[src/bsoc_pkg.sv]
`timescale 1ns / 1ps
// ----------------------------------------------------------------------------
// Battery SOC lookup filter package
// Shared widths, the discharge curve table, the sequencer states and the
// status bundle of the serial divide-by-five unit.
// ----------------------------------------------------------------------------
package bsoc_pkg;

  localparam int MV_W               = 13;
  localparam int SOC_W              = 7;
  localparam int FILTER_FRAC_BITS_DEF = 16;

  localparam int CURVE_POINTS = 21;
  localparam int SEG_W        = 5;
  localparam int SPAN_W       = 9;
  localparam int DNUM_W       = 13;
  localparam int DDEN_W       = 10;

  localparam logic [MV_W-1:0]  MV_TOP    = 13'd4200;
  localparam logic [MV_W-1:0]  MV_BOTTOM = 13'd3270;
  localparam logic [SOC_W-1:0] SOC_FULL  = 7'd100;
  localparam logic [SOC_W-1:0] SOC_EMPTY = 7'd0;
  localparam logic [SOC_W-1:0] SOC_FIRST_BASE = 7'd95;

  typedef enum logic [2:0] {
    ST_IDLE,
    ST_SCAN,
    ST_INTERP,
    ST_LOAD,
    ST_FILTER,
    ST_OUT
  } state_t;

  typedef struct packed {
    logic busy;
    logic done;
  } div_stat_t;

  // Discharge curve, in millivolts, from 100 % down to 0 % in 5 % steps.
  function automatic logic [MV_W-1:0] curve_mv(input logic [SEG_W-1:0] idx);
    logic [MV_W-1:0] mv;
    unique case (idx)
      5'd0:    mv = 13'd4200;
      5'd1:    mv = 13'd4150;
      5'd2:    mv = 13'd4110;
      5'd3:    mv = 13'd4080;
      5'd4:    mv = 13'd4020;
      5'd5:    mv = 13'd3980;
      5'd6:    mv = 13'd3950;
      5'd7:    mv = 13'd3910;
      5'd8:    mv = 13'd3870;
      5'd9:    mv = 13'd3830;
      5'd10:   mv = 13'd3820;
      5'd11:   mv = 13'd3810;
      5'd12:   mv = 13'd3800;
      5'd13:   mv = 13'd3770;
      5'd14:   mv = 13'd3760;
      5'd15:   mv = 13'd3750;
      5'd16:   mv = 13'd3730;
      5'd17:   mv = 13'd3710;
      5'd18:   mv = 13'd3690;
      5'd19:   mv = 13'd3670;
      default: mv = 13'd3270;
    endcase
    return mv;
  endfunction

endpackage

[src/bsoc_in_if.sv]
`timescale 1ns / 1ps
// ----------------------------------------------------------------------------
// Voltage sample channel
// Valid/ready channel carrying one battery voltage sample per beat.
// ----------------------------------------------------------------------------
interface bsoc_in_if;
  logic                      valid;
  logic                      ready;
  logic [bsoc_pkg::MV_W-1:0] voltage_mv;

  modport source (output valid, output voltage_mv, input ready);
  modport sink   (input valid, input voltage_mv, output ready);
endinterface

[src/bsoc_out_if.sv]
`timescale 1ns / 1ps
// ----------------------------------------------------------------------------
// State of charge result channel
// Valid/ready channel carrying the instant and filtered percentages.
// ----------------------------------------------------------------------------
interface bsoc_out_if;
  logic                       valid;
  logic                       ready;
  logic [bsoc_pkg::SOC_W-1:0] soc_instant;
  logic [bsoc_pkg::SOC_W-1:0] soc_filtered;

  modport source (output valid, output soc_instant, output soc_filtered, input ready);
  modport sink   (input valid, input soc_instant, input soc_filtered, output ready);
endinterface

[src/bsoc_div5.sv]
`timescale 1ns / 1ps
// ----------------------------------------------------------------------------
// Serial divide by five
// Restoring division by the constant five, one quotient bit per cycle.
// ----------------------------------------------------------------------------
module bsoc_div5 #(
  parameter int NUM_W = 25
) (
  input  logic                  clk,
  input  logic                  rst,
  input  logic                  start,
  input  logic [NUM_W-1:0]      num,
  output logic [NUM_W-1:0]      quo,
  output bsoc_pkg::div_stat_t   stat
);
  import bsoc_pkg::*;

  localparam int CNT_W = $clog2(NUM_W + 1);

  logic [NUM_W-1:0] sh;
  logic [2:0]       rem;
  logic [CNT_W-1:0] cnt;
  logic             busy;
  logic             done;
  logic [3:0]       trial;
  logic             qbit;

  // Bring down the next numerator bit and try to take five away.
  always_comb begin
    trial = {rem, sh[NUM_W-1]};
    qbit  = (trial >= 4'd5);
  end

  always_ff @(posedge clk) begin
    if (rst) begin
      busy <= 1'b0;
      done <= 1'b0;
      cnt  <= '0;
    end else begin
      done <= 1'b0;
      if (start) begin
        busy <= 1'b1;
        cnt  <= CNT_W'(NUM_W);
      end else if (busy) begin
        cnt <= cnt - 1'b1;
        if (cnt == CNT_W'(1)) begin
          busy <= 1'b0;
          done <= 1'b1;
        end
      end
    end
  end

  always_ff @(posedge clk) begin
    if (start) begin
      sh  <= num;
      rem <= 3'd0;
    end else if (busy) begin
      sh  <= {sh[NUM_W-2:0], qbit};
      rem <= qbit ? 3'(trial - 4'd5) : trial[2:0];
    end
  end

  assign quo  = sh;
  assign stat = '{busy: busy, done: done};

endmodule

[src/battery_soc_lookup_filter_core.sv]
`timescale 1ns / 1ps
// ----------------------------------------------------------------------------
// Battery state of charge lookup with exponential filter
// Maps each voltage sample to a percentage on a 21-point discharge curve and
// smooths it with new = (4*old + instant)/5 held in fixed point.
// ----------------------------------------------------------------------------
// Usage: every beat on the sample channel carries one voltage in millivolts;
// every sample yields exactly one beat on the result channel with the
// interpolated percentage and the filtered percentage, in sample order.
// The block works on one sample at a time. A sample is taken only while the
// sequencer is idle. The curve is searched one segment per cycle, the
// interpolation quotient is found by a three-step restoring divide, and
// the filter update runs through a bit-serial divide by five of
// FILTER_FRAC_BITS + 9 bits. The quickest sample is a voltage beyond
// either end of the curve arriving before the filter is seeded; the
// slowest are dominated by the serial filter divide and the curve search.
// Results sit in an output register: the next sample is taken while a result
// still waits, and a new result waits in the last sequencer state until the
// register has been drained, so a stalled receiver loses nothing.
// Reset clears the filter level and its seeded flag and empties the output
// register; the first sample after reset seeds the filter directly.
// ----------------------------------------------------------------------------
module battery_soc_lookup_filter_core #(
  parameter int FILTER_FRAC_BITS = bsoc_pkg::FILTER_FRAC_BITS_DEF
) (
  input logic         clk,
  input logic         rst,
  bsoc_in_if.sink     sample,
  bsoc_out_if.source  result
);
  import bsoc_pkg::*;

  // Filter level is Q7.FILTER_FRAC_BITS; the update numerator needs two
  // more bits for the factor of four.
  localparam int LVL_W = SOC_W + FILTER_FRAC_BITS;
  localparam int NUM_W = LVL_W + 2;

  state_t state;
  state_t state_next;

  logic [MV_W-1:0]   mv;
  logic [SEG_W-1:0]  seg;
  logic [SOC_W-1:0]  soc;
  logic [DNUM_W-1:0] dnum;
  logic [DDEN_W-1:0] dden;
  logic [1:0]        dcnt;
  logic [LVL_W-1:0]  level;
  logic              primed;

  logic [SOC_W-1:0]  res_instant;
  logic [SOC_W-1:0]  res_filtered;
  logic              res_valid;

  // Curve search: the first segment whose lower point is at or below the
  // sample is the one that holds it.
  logic [MV_W-1:0]   seg_hi;
  logic [MV_W-1:0]   seg_lo;
  logic              seg_hit;
  logic [SPAN_W-1:0] span;
  logic [SPAN_W-1:0] offset;
  logic [DNUM_W-1:0] interp_num;
  logic [SOC_W-1:0]  seg_base;

  always_comb begin
    seg_hi     = curve_mv(seg);
    seg_lo     = curve_mv(SEG_W'(seg + 1'b1));
    seg_hit    = (mv >= seg_lo);
    span       = SPAN_W'(seg_hi - seg_lo);
    offset     = SPAN_W'(mv - seg_lo);
    // (mv - lo) * 10 + span, the rounding term for the half-up divide.
    interp_num = DNUM_W'({offset, 3'b000}) + DNUM_W'({offset, 1'b0}) + DNUM_W'(span);
    // 100 - 5 * (seg + 1)
    seg_base   = SOC_FIRST_BASE - (SOC_W'({seg, 2'b00}) + SOC_W'(seg));
  end

  // Interpolation quotient is at most five, so three restoring steps do.
  logic [DNUM_W-1:0] ddiv_shifted;
  logic              ddiv_take;

  always_comb begin
    ddiv_shifted = DNUM_W'(dden) << dcnt;
    ddiv_take    = (dnum >= ddiv_shifted);
  end

  // Filter update divide: (4*old + instant + rounding) / 5.
  logic [NUM_W-1:0] filt_num;
  logic [NUM_W-1:0] filt_quo;
  logic             div_start;
  div_stat_t        div_stat;
  logic [LVL_W-1:0] soc_scaled;

  assign soc_scaled = {soc, FILTER_FRAC_BITS'(0)};
  assign filt_num   = {level, 2'b00} + NUM_W'(soc_scaled) + NUM_W'(2);

  bsoc_div5 #(
    .NUM_W (NUM_W)
  ) u_div5 (
    .clk   (clk),
    .rst   (rst),
    .start (div_start),
    .num   (filt_num),
    .quo   (filt_quo),
    .stat  (div_stat)
  );

  // Filtered percentage: level rounded half up to an integer.
  logic [LVL_W:0]   level_round;
  logic [SOC_W-1:0] filt_pct;

  assign level_round = {1'b0, level} + ((LVL_W + 1)'(1) << (FILTER_FRAC_BITS - 1));
  assign filt_pct    = level_round[FILTER_FRAC_BITS +: SOC_W];

  logic out_free;
  assign out_free = !res_valid || result.ready;

  always_comb begin
    state_next   = state;
    sample.ready = 1'b0;
    div_start    = 1'b0;
    unique case (state)
      ST_IDLE: begin
        sample.ready = 1'b1;
        if (sample.valid) begin
          if (sample.voltage_mv >= MV_TOP || sample.voltage_mv <= MV_BOTTOM) begin
            state_next = ST_LOAD;
          end else begin
            state_next = ST_SCAN;
          end
        end
      end
      ST_SCAN: begin
        if (seg_hit) begin
          state_next = ST_INTERP;
        end
      end
      ST_INTERP: begin
        if (dcnt == 2'd0) begin
          state_next = ST_LOAD;
        end
      end
      ST_LOAD: begin
        if (primed) begin
          div_start  = 1'b1;
          state_next = ST_FILTER;
        end else begin
          state_next = ST_OUT;
        end
      end
      ST_FILTER: begin
        if (div_stat.done) begin
          state_next = ST_OUT;
        end
      end
      ST_OUT: begin
        if (out_free) begin
          state_next = ST_IDLE;
        end
      end
      default: state_next = ST_IDLE;
    endcase
  end

  always_ff @(posedge clk) begin
    if (rst) begin
      state     <= ST_IDLE;
      primed    <= 1'b0;
      level     <= '0;
      res_valid <= 1'b0;
    end else begin
      state <= state_next;
      // A new result loads the output register as the old one leaves.
      if (state == ST_OUT && out_free) begin
        res_valid <= 1'b1;
      end else if (res_valid && result.ready) begin
        res_valid <= 1'b0;
      end
      unique case (state)
        ST_LOAD: begin
          if (!primed) begin
            level  <= soc_scaled;
            primed <= 1'b1;
          end
        end
        ST_FILTER: begin
          if (div_stat.done) begin
            level <= filt_quo[LVL_W-1:0];
          end
        end
        default: begin
        end
      endcase
    end
  end

  // Datapath registers.
  always_ff @(posedge clk) begin
    unique case (state)
      ST_IDLE: begin
        mv  <= sample.voltage_mv;
        seg <= '0;
        soc <= (sample.voltage_mv >= MV_TOP) ? SOC_FULL : SOC_EMPTY;
      end
      ST_SCAN: begin
        if (seg_hit) begin
          dnum <= interp_num;
          dden <= {span, 1'b0};
          dcnt <= 2'd2;
          soc  <= seg_base;
        end else begin
          seg <= seg + 1'b1;
        end
      end
      ST_INTERP: begin
        if (ddiv_take) begin
          dnum <= dnum - ddiv_shifted;
          soc  <= soc + (SOC_W'(1) << dcnt);
        end
        dcnt <= dcnt - 1'b1;
      end
      ST_OUT: begin
        if (out_free) begin
          res_instant  <= soc;
          res_filtered <= filt_pct;
        end
      end
      default: begin
      end
    endcase
  end

  assign result.valid        = res_valid;
  assign result.soc_instant  = res_instant;
  assign result.soc_filtered = res_filtered;

endmodule
[src/flat_wrapper.sv]
// flat-port wrapper written by rule: the top's interface ports become plain ports
module battery_soc_lookup_filter_core_flat import bsoc_pkg::*;
#(
  parameter int FILTER_FRAC_BITS = bsoc_pkg::FILTER_FRAC_BITS_DEF
)
  (clk, rst, sample_valid, sample_voltage_mv, sample_ready, result_valid, result_soc_instant, result_soc_filtered, result_ready);
  bsoc_in_if sample_i ();
  bsoc_out_if result_i ();
  input logic clk;
  input logic rst;
  input wire logic [$bits(sample_i.valid)-1:0] sample_valid;
  input wire logic [$bits(sample_i.voltage_mv)-1:0] sample_voltage_mv;
  output wire logic [$bits(sample_i.ready)-1:0] sample_ready;
  output wire logic [$bits(result_i.valid)-1:0] result_valid;
  output wire logic [$bits(result_i.soc_instant)-1:0] result_soc_instant;
  output wire logic [$bits(result_i.soc_filtered)-1:0] result_soc_filtered;
  input wire logic [$bits(result_i.ready)-1:0] result_ready;
  assign sample_i.valid = sample_valid;
  assign sample_i.voltage_mv = sample_voltage_mv;
  assign sample_ready = sample_i.ready;
  assign result_valid = result_i.valid;
  assign result_soc_instant = result_i.soc_instant;
  assign result_soc_filtered = result_i.soc_filtered;
  assign result_i.ready = result_ready;
  battery_soc_lookup_filter_core #(.FILTER_FRAC_BITS(FILTER_FRAC_BITS)) u_core (.clk(clk), .rst(rst), .sample(sample_i), .result(result_i));
endmodule
[config.mk]
export PLATFORM = sky130hd
export DESIGN_NAME = battery_soc_lookup_filter_core_flat
export DESIGN_NICKNAME = d
export VERILOG_FILES = /design/src/bsoc_pkg.sv /design/src/bsoc_in_if.sv /design/src/bsoc_out_if.sv /design/src/bsoc_div5.sv /design/src/battery_soc_lookup_filter_core.sv /design/src/flat_wrapper.sv
export SDC_FILE = /design/constraint.sdc
export NUM_CORES = 1
export LEC_CHECK = 0
export BUFFER_PORTS_ARGS = -buffer_cell sky130_fd_sc_hd__buf_2
export CAP_MARGIN = 20
export CORE_UTILIZATION = 60
export CTS_BUF_LIST = sky130_fd_sc_hd__clkbuf_4 sky130_fd_sc_hd__clkbuf_8
export DETAILED_ROUTE_END_ITERATION = 16
export GPL_ROUTABILITY_DRIVEN = 0
export GPL_TIMING_DRIVEN = 0
export PLACE_DENSITY = 0.78
export SLEW_MARGIN = 20
export SYNTH_ARGS = -nofsm -noshare
export SYNTH_HDL_FRONTEND = slang
export SYNTH_SLANG_ARGS = --single-unit
[constraint.sdc]
create_clock -name clk -period 7.9 [get_ports clk]
set_input_delay 0.395 -clock clk [delete_from_list [all_inputs] [get_ports clk]]
set_output_delay 0.395 -clock clk [all_outputs]
set_load 0.02 [all_outputs]
==> results of run 1 <==
## Yosys cell counts, types with 14 or more instances
library cell / count / area share
clkbuf_1: 22 / 0.0097
a22oi_1: 17 / 0.015
a21o_1: 22 / 0.019
edfxtp_1: 85 / 0.30
mux2i_1: 14 / 0.016
ha_1: 84 / 0.12
inv_1: 53 / 0.023
xnor2_1: 30 / 0.031
nor2_1: 71 / 0.031
nand3_1: 19 / 0.011
a21oi_1: 59 / 0.035
a211oi_1: 14 / 0.012
xor2_1: 23 / 0.024
nand2_1: 95 / 0.042
dfxtp_1: 46 / 0.11
o21ai_0: 56 / 0.033
nor3_1: 17 / 0.010
## critical path: stages, from the launching register on
cell,delay [ps]
edfxtp_1,640
ha_1,320
inv_1,80
ha_1,270
clkbuf_1,340
clkbuf_1,360
a22oi_1,110
o2111ai_1,320
ha_1,210
inv_1,60
fa_1,390
nand2_1,80
nand2_1,50
a21oi_1,210
o21bai_1,90
a21oi_1,170
xnor2_1,230
fa_1,460
ha_1,350
or2_2,300
nand2_1,70
a21oi_1,60
o21ai_0,170
nand2b_1,80
xnor2_1,200
o22ai_1,100
## path summary, 6_finish.rpt
| check | end | cells past startpoint |
|---|---|---|
| worst min register to register | u_core.u_div5.rem[2]$_SDFFE_PP0P_ | 2 |
| worst max-delay path | u_core.dnum[10]$_DFFE_PP_ | 25 |
| worst min-delay path | u_core.mv[4]$_DFFE_PP_ | 1 |
| worst max register to register | u_core.dnum[10]$_DFFE_PP_ | 25 |
## logic make-up (layout without fill, tap and decap cells)
logic type | Yosys count | after routing | synth area share
AND/OR/NAND/NOR | 257 | 257 | 0.139
AO/OA/AOI/OAI | 234 | 234 | 0.183
flip-flops | 131 | 131 | 0.408
adder cells (fa/ha/maj) | 95 | 95 | 0.149
buffers and inverters | 88 | 152 | 0.0418
XOR/XNOR | 54 | 54 | 0.0565
multiplexers | 18 | 18 | 0.0218
## routing by layer
metal	part of all wire	routed length, um	vias up
met5	0	0	-
met4	0.023	409	0
met3	0.052	931	36
met2	0.44	7880	194
met1	0.48	8530	3049
li1	-	-	3262
## state kept, by name (all words and copies together), names as in the netlist
signal                      count
u_core.mv                      13
u_core.u_div5.busy              1
u_core.u_div5.done              1
u_core.dnum                    11
u_core.dcnt                     2
u_core.seg_hi                   8
u_core.seg                      5
u_core.result.soc_instant       7
u_core.primed                   1
u_core.u_div5.cnt               5
u_core.dden                     8
u_core.soc                      7
u_core.result.valid             1
u_core.result.soc_filtered      7
u_core.state                    3
u_core.level                   23
u_core.u_div5.rem               3
u_core.u_div5.quo              25
## final cells by class
cell class,count,area [sq um],share of cell area
plain buffers,32,145,0.0156
well taps,180,225,0.0243
clock inverters,8,76.3,0.00822
inverters,56,210,0.0226
flip-flops and latches,131,3470,0.374
multi-input cells,658,4680,0.504
clock buffers,24,312,0.0336
repair buffers,32,160,0.0173
## cell usage in the layout (no fill, tap or decap), drive strengths merged, types with 4 or more instances in the layout
cell	netlist	final
mux2	4	4
nand3	19	19
a22oi	17	17
clkinv	1	5
and2	5	5
dfxtp	46	46
a21oi	60	60
ha	84	84
a311oi	4	4
a211o	4	4
o2111ai	4	4
inv	55	57
nor3	18	18
mux2i	14	14
a21o	22	22
nand2b	8	8
o21ai	61	61
nor2	74	74
clkbuf	23	48
o22ai	5	5
o21a	5	5
buf	9	40
nor2b	9	9
xnor2	31	31
or2	6	6
fa	11	11
edfxtp	85	85
o31ai	8	8
or3	7	7
xor2	23	23
nand2	98	98
a211oi	16	16
and3	5	5
## per-stage QoR
step	hold slack, ps	setup WS [ps]	area (sq um)	util
3_5_place_dp	446	2000	8890	0.643
4_1_cts	116	1990	9280	0.671
3_3_place_gp	442	2010	8880	0.642
6_report	136	1890	9280	0.671
2_1_floorplan	432	2800	8500	-
5_1_grt	115	1520	9280	0.671
==> impl_metrics.ini, run 1 <==
[status]
status = finished with violations
violations = design-rule violations

[synth]
synthFlopType = edfxtp_1
synth_edf_count = 85
syn_nets = 989
yosys_register_bits = 131
yosysSeqAreaShare = 0.408
synth_cells = 877
ys_types = 73
syn_area_sq_um = 8500
syn_area_per_cell_sq_um = 9.70
async_flop_share = 0
yosysWarningCount = 0

[clocking]
root_buffer = clkbuf_8
postCtsSetupRepairBufs = 0
cts.sinks = 131
cts-htree-levels = 4
cts_tree = done
path_clk_slew_ps = 70
cts_made_buffers = 17
cts_resized = 0
cts_hold_buf = 0
clkLatencyLatePin_ps = 450
clock_path_buffers = 2

[floorplanning]
coreArea_sq_um = 13800
ios = 33
die-area_sq_um = 14700
die_h_um = 121
num_rows = 43
die_x_um = 121
start_util = 0.615

[worst_hold_path]
holdCritStartpoint = sample_voltage_mv[4]
min_path_type = input pin to flop

[layout]
final_nets = 1040
area_growth_pct = 9.17
nFillCells = 1090
antennaDiodeCount = 0
layout-drive-gt1-share = 0.116
finalNonFillerCells = 1121

[global_route]
track_usage = 0.255
use_met2 = 0.391
antenna_found_initial = 0
grt_overflow_total = 0
grt_pass1_vias = 6042
use_met3 = 0.0451
busiest_layer = met2
grt_max_degree = 26
grt_pass1_wl_mm = 29.1
use_met1 = 0.357

[drt]
antenna_left = 0
firstDrtPassIters = 11
drt-initial-drc-count = 643
drc = 1
via_per_inst = 5.83
wire_per_inst_um = 15.8
vias = 6541
route.final.wire_length_mm = 17.8

[critical_path]
crit_type = flop to flop
worst-endpoint-required_ps = 8090
ff2ff_setup_slack_ps = 1890
cp_data_arrival_time_ps = 6200
cp-end-kind = flop
crit_start = u_core.seg[1]$_DFFE_PN_
crit_fanout = 11
timing.rr.start = u_core.seg[1]$_DFFE_PN_
start_kind = flop

[sta]
finalSetupTns_ps = 0
slew_viol_final = 0
clock_skew_ps = 13.6
worst_slew_margin_rel = 0.296
post-route-period-util = 0.761
hold_viol_final = 0
fin_crit_ps = 6010
rsz0062_at_grt = no
fmax_mhz = 166
worstMarginPinSlew_ps = 1050
finalSetupViolCount = 0

[run]
drv_cap = 0

[placement]
dp_cells = 1088
portBuffers = 31
dpl.hpwl_mm = 13.3
Power of run 1 is not shown: default switching activity piles up to over one toggle a cycle in this logic, so the estimate is an artifact.
==> run 2, diff against run 1 <==
clock period = 6.2 ns   (was 7.9 ns; I/O delays follow)
==> run 2 against run 1 <==
Compared with the run above: the run still ends with design-rule violations left; critical path type unchanged; clock skew is essentially flat; core utilization grew 0.16 points; register-to-register slack got worse by 1600 ps; non-clock buffer count grew 3.
==> impl_metrics.ini, run 2 (synthesized netlist as in run 1, its figures left out) <==
[critical_path]
crit_type = flop to flop
crit_fanout = 10
crit_path_frequent_cell = ha_1
critPathMaxStageDelay_ps = 490
r2r.worst_path.cells = 25
ff2ff_setup_slack_ps = 340
start_kind = flop
cp_top_family = adder cells
timing.rr.start = u_core.seg[0]$_DFFE_PN_
crit_buf_inv = 4
cp_data_arrival_time_ps = 6050
worst-endpoint-required_ps = 6390
cpMaxStageDelayCell = edfxtp_1
r2r-end = u_core.dnum[10]$_DFFE_PP_
cp-end-kind = flop

[worst_hold_path]
holdPathStages = 1
min_path_type = input pin to flop
hold_end = u_core.mv[4]$_DFFE_PP_
holdCritStartpoint = sample_voltage_mv[4]

[layout]
area_growth_pct = 9.43
layout_common_cells = nand2_1 (95), edfxtp_1 (85), ha_1 (84)
seqCellArea_sq_um = 3470
multi_input_area_sq_um = 4680
final_nets = 1043
finalNonFillerCells = 1124
final_common_cell = nand2_1
antennaDiodeCount = 0
nFillCells = 1085
largest_reg_flops = 25
layout-drive-gt1-share = 0.119

[global_route]
antenna_found_initial = 0
grt_overflow_total = 0
use_met1 = 0.357
use_met3 = 0.0451
grt_pass1_wl_mm = 29.1
grt_pass1_vias = 6042
grt_max_degree = 26
use_met2 = 0.391
track_usage = 0.255
busiest_layer = met2

[clocking]
cts_tree = done
clock_path_buffers = 2
clkLatencyLatePin_ps = 450
cts_made_buffers = 17
cts-htree-levels = 4
cts.sinks = 131
path_clk_slew_ps = 80
root_buffer = clkbuf_8

[sta]
worst_slew_margin_rel = 0.297
post-route-period-util = 0.946
final.setup.worst_slack_ps = 337
hold_viol_final = 0
worstMarginPinSlew_ps = 1050
slew_viol_final = 0
clock_skew_ps = 13.2
fmax_mhz = 171
fin_crit_ps = 5860
finalSetupViolCount = 0
finalSetupTns_ps = 0
rsz0062_at_grt = no

[drt]
wire_per_inst_um = 15.9
antenna_left = 0
drc = 1
vias = 6585
via_per_inst = 5.86
firstDrtPassIters = 11
route.final.wire_length_mm = 17.8
drt-initial-drc-count = 659

[run]
drv_cap = 0

[floorplanning]
ios = 33
coreArea_sq_um = 13800
start_util = 0.615
die_h_um = 121
die_x_um = 121
die-area_sq_um = 14700
num_rows = 43

[placement]
portBuffers = 31
dp_cells = 1088
dpl.hpwl_mm = 13.3
dp_slack_ps = 304

[status]
violations = design-rule violations
status = finished with violations
-- run 2: worst max-delay path by stage --
stage	to	start	cells after the start
2_1_floorplan	u_core.dnum[11]$_DFFE_PP_	u_core.seg[1]$_DFFE_PN_	24
3_3_place_gp	u_core.dnum[7]$_DFFE_PP_	u_core.seg[1]$_DFFE_PN_	18
3_5_place_dp	u_core.dnum[10]$_DFFE_PP_	u_core.seg[1]$_DFFE_PN_	25
4_1_cts	u_core.dnum[10]$_DFFE_PP_	u_core.seg[1]$_DFFE_PN_	25
5_1_grt	u_core.dnum[10]$_DFFE_PP_	u_core.seg[0]$_DFFE_PN_	23
6_report	u_core.dnum[10]$_DFFE_PP_	u_core.seg[0]$_DFFE_PN_	25
-- run 2: metrics by stage --
step / utilization / hold slack [ps] / cell area (sq um)
global placement: 0.642 / 442 / 8880
finish: 0.673 / 47.3 / 9310
floorplan: - / 409 / 8500
CTS: 0.671 / 30.6 / 9280
detailed placement: 0.643 / 446 / 8890
global route: 0.673 / 30.4 / 9310
-- run 2: area by class of cell --
cell class / instances / area share
tap: 180 / 0.0242
multi-input combinational: 658 / 0.503
clock inverter: 8 / 0.00820
timing repair buffer: 35 / 0.0196
sequential: 131 / 0.373
buffer: 32 / 0.0156
clock buffer: 24 / 0.0335
inverter: 56 / 0.0226
-- run 2: what timing repair did --
item / 4_1_cts / 5_1_grt
buffers inserted: 0 / 3
setup endpoints to repair: 0 / 2
gates resized for setup: 0 / 0
hold buffers: 0 / 0
-- run 2: per-layer routing --
metal	vias up	share of wire	wire length, um
met4	0	0.021	376
met3	33	0.056	997
li1	3264	-	-
met5	-	0	0
met2	207	0.45	7960
met1	3081	0.48	8490
-- run 2: worst register-to-register path: cells and delay by family (launching register included) --
family                   cells  cell delay [ps]
adder cells (fa/ha/maj)      6             1960
AO/OA/AOI/OAI                8             1260
buffers and inverters        4              870
AND/OR/NAND/NOR              5              580
flip-flops                   1              490
XOR/XNOR                     2              430
Power of run 2 is left out for the same reason.
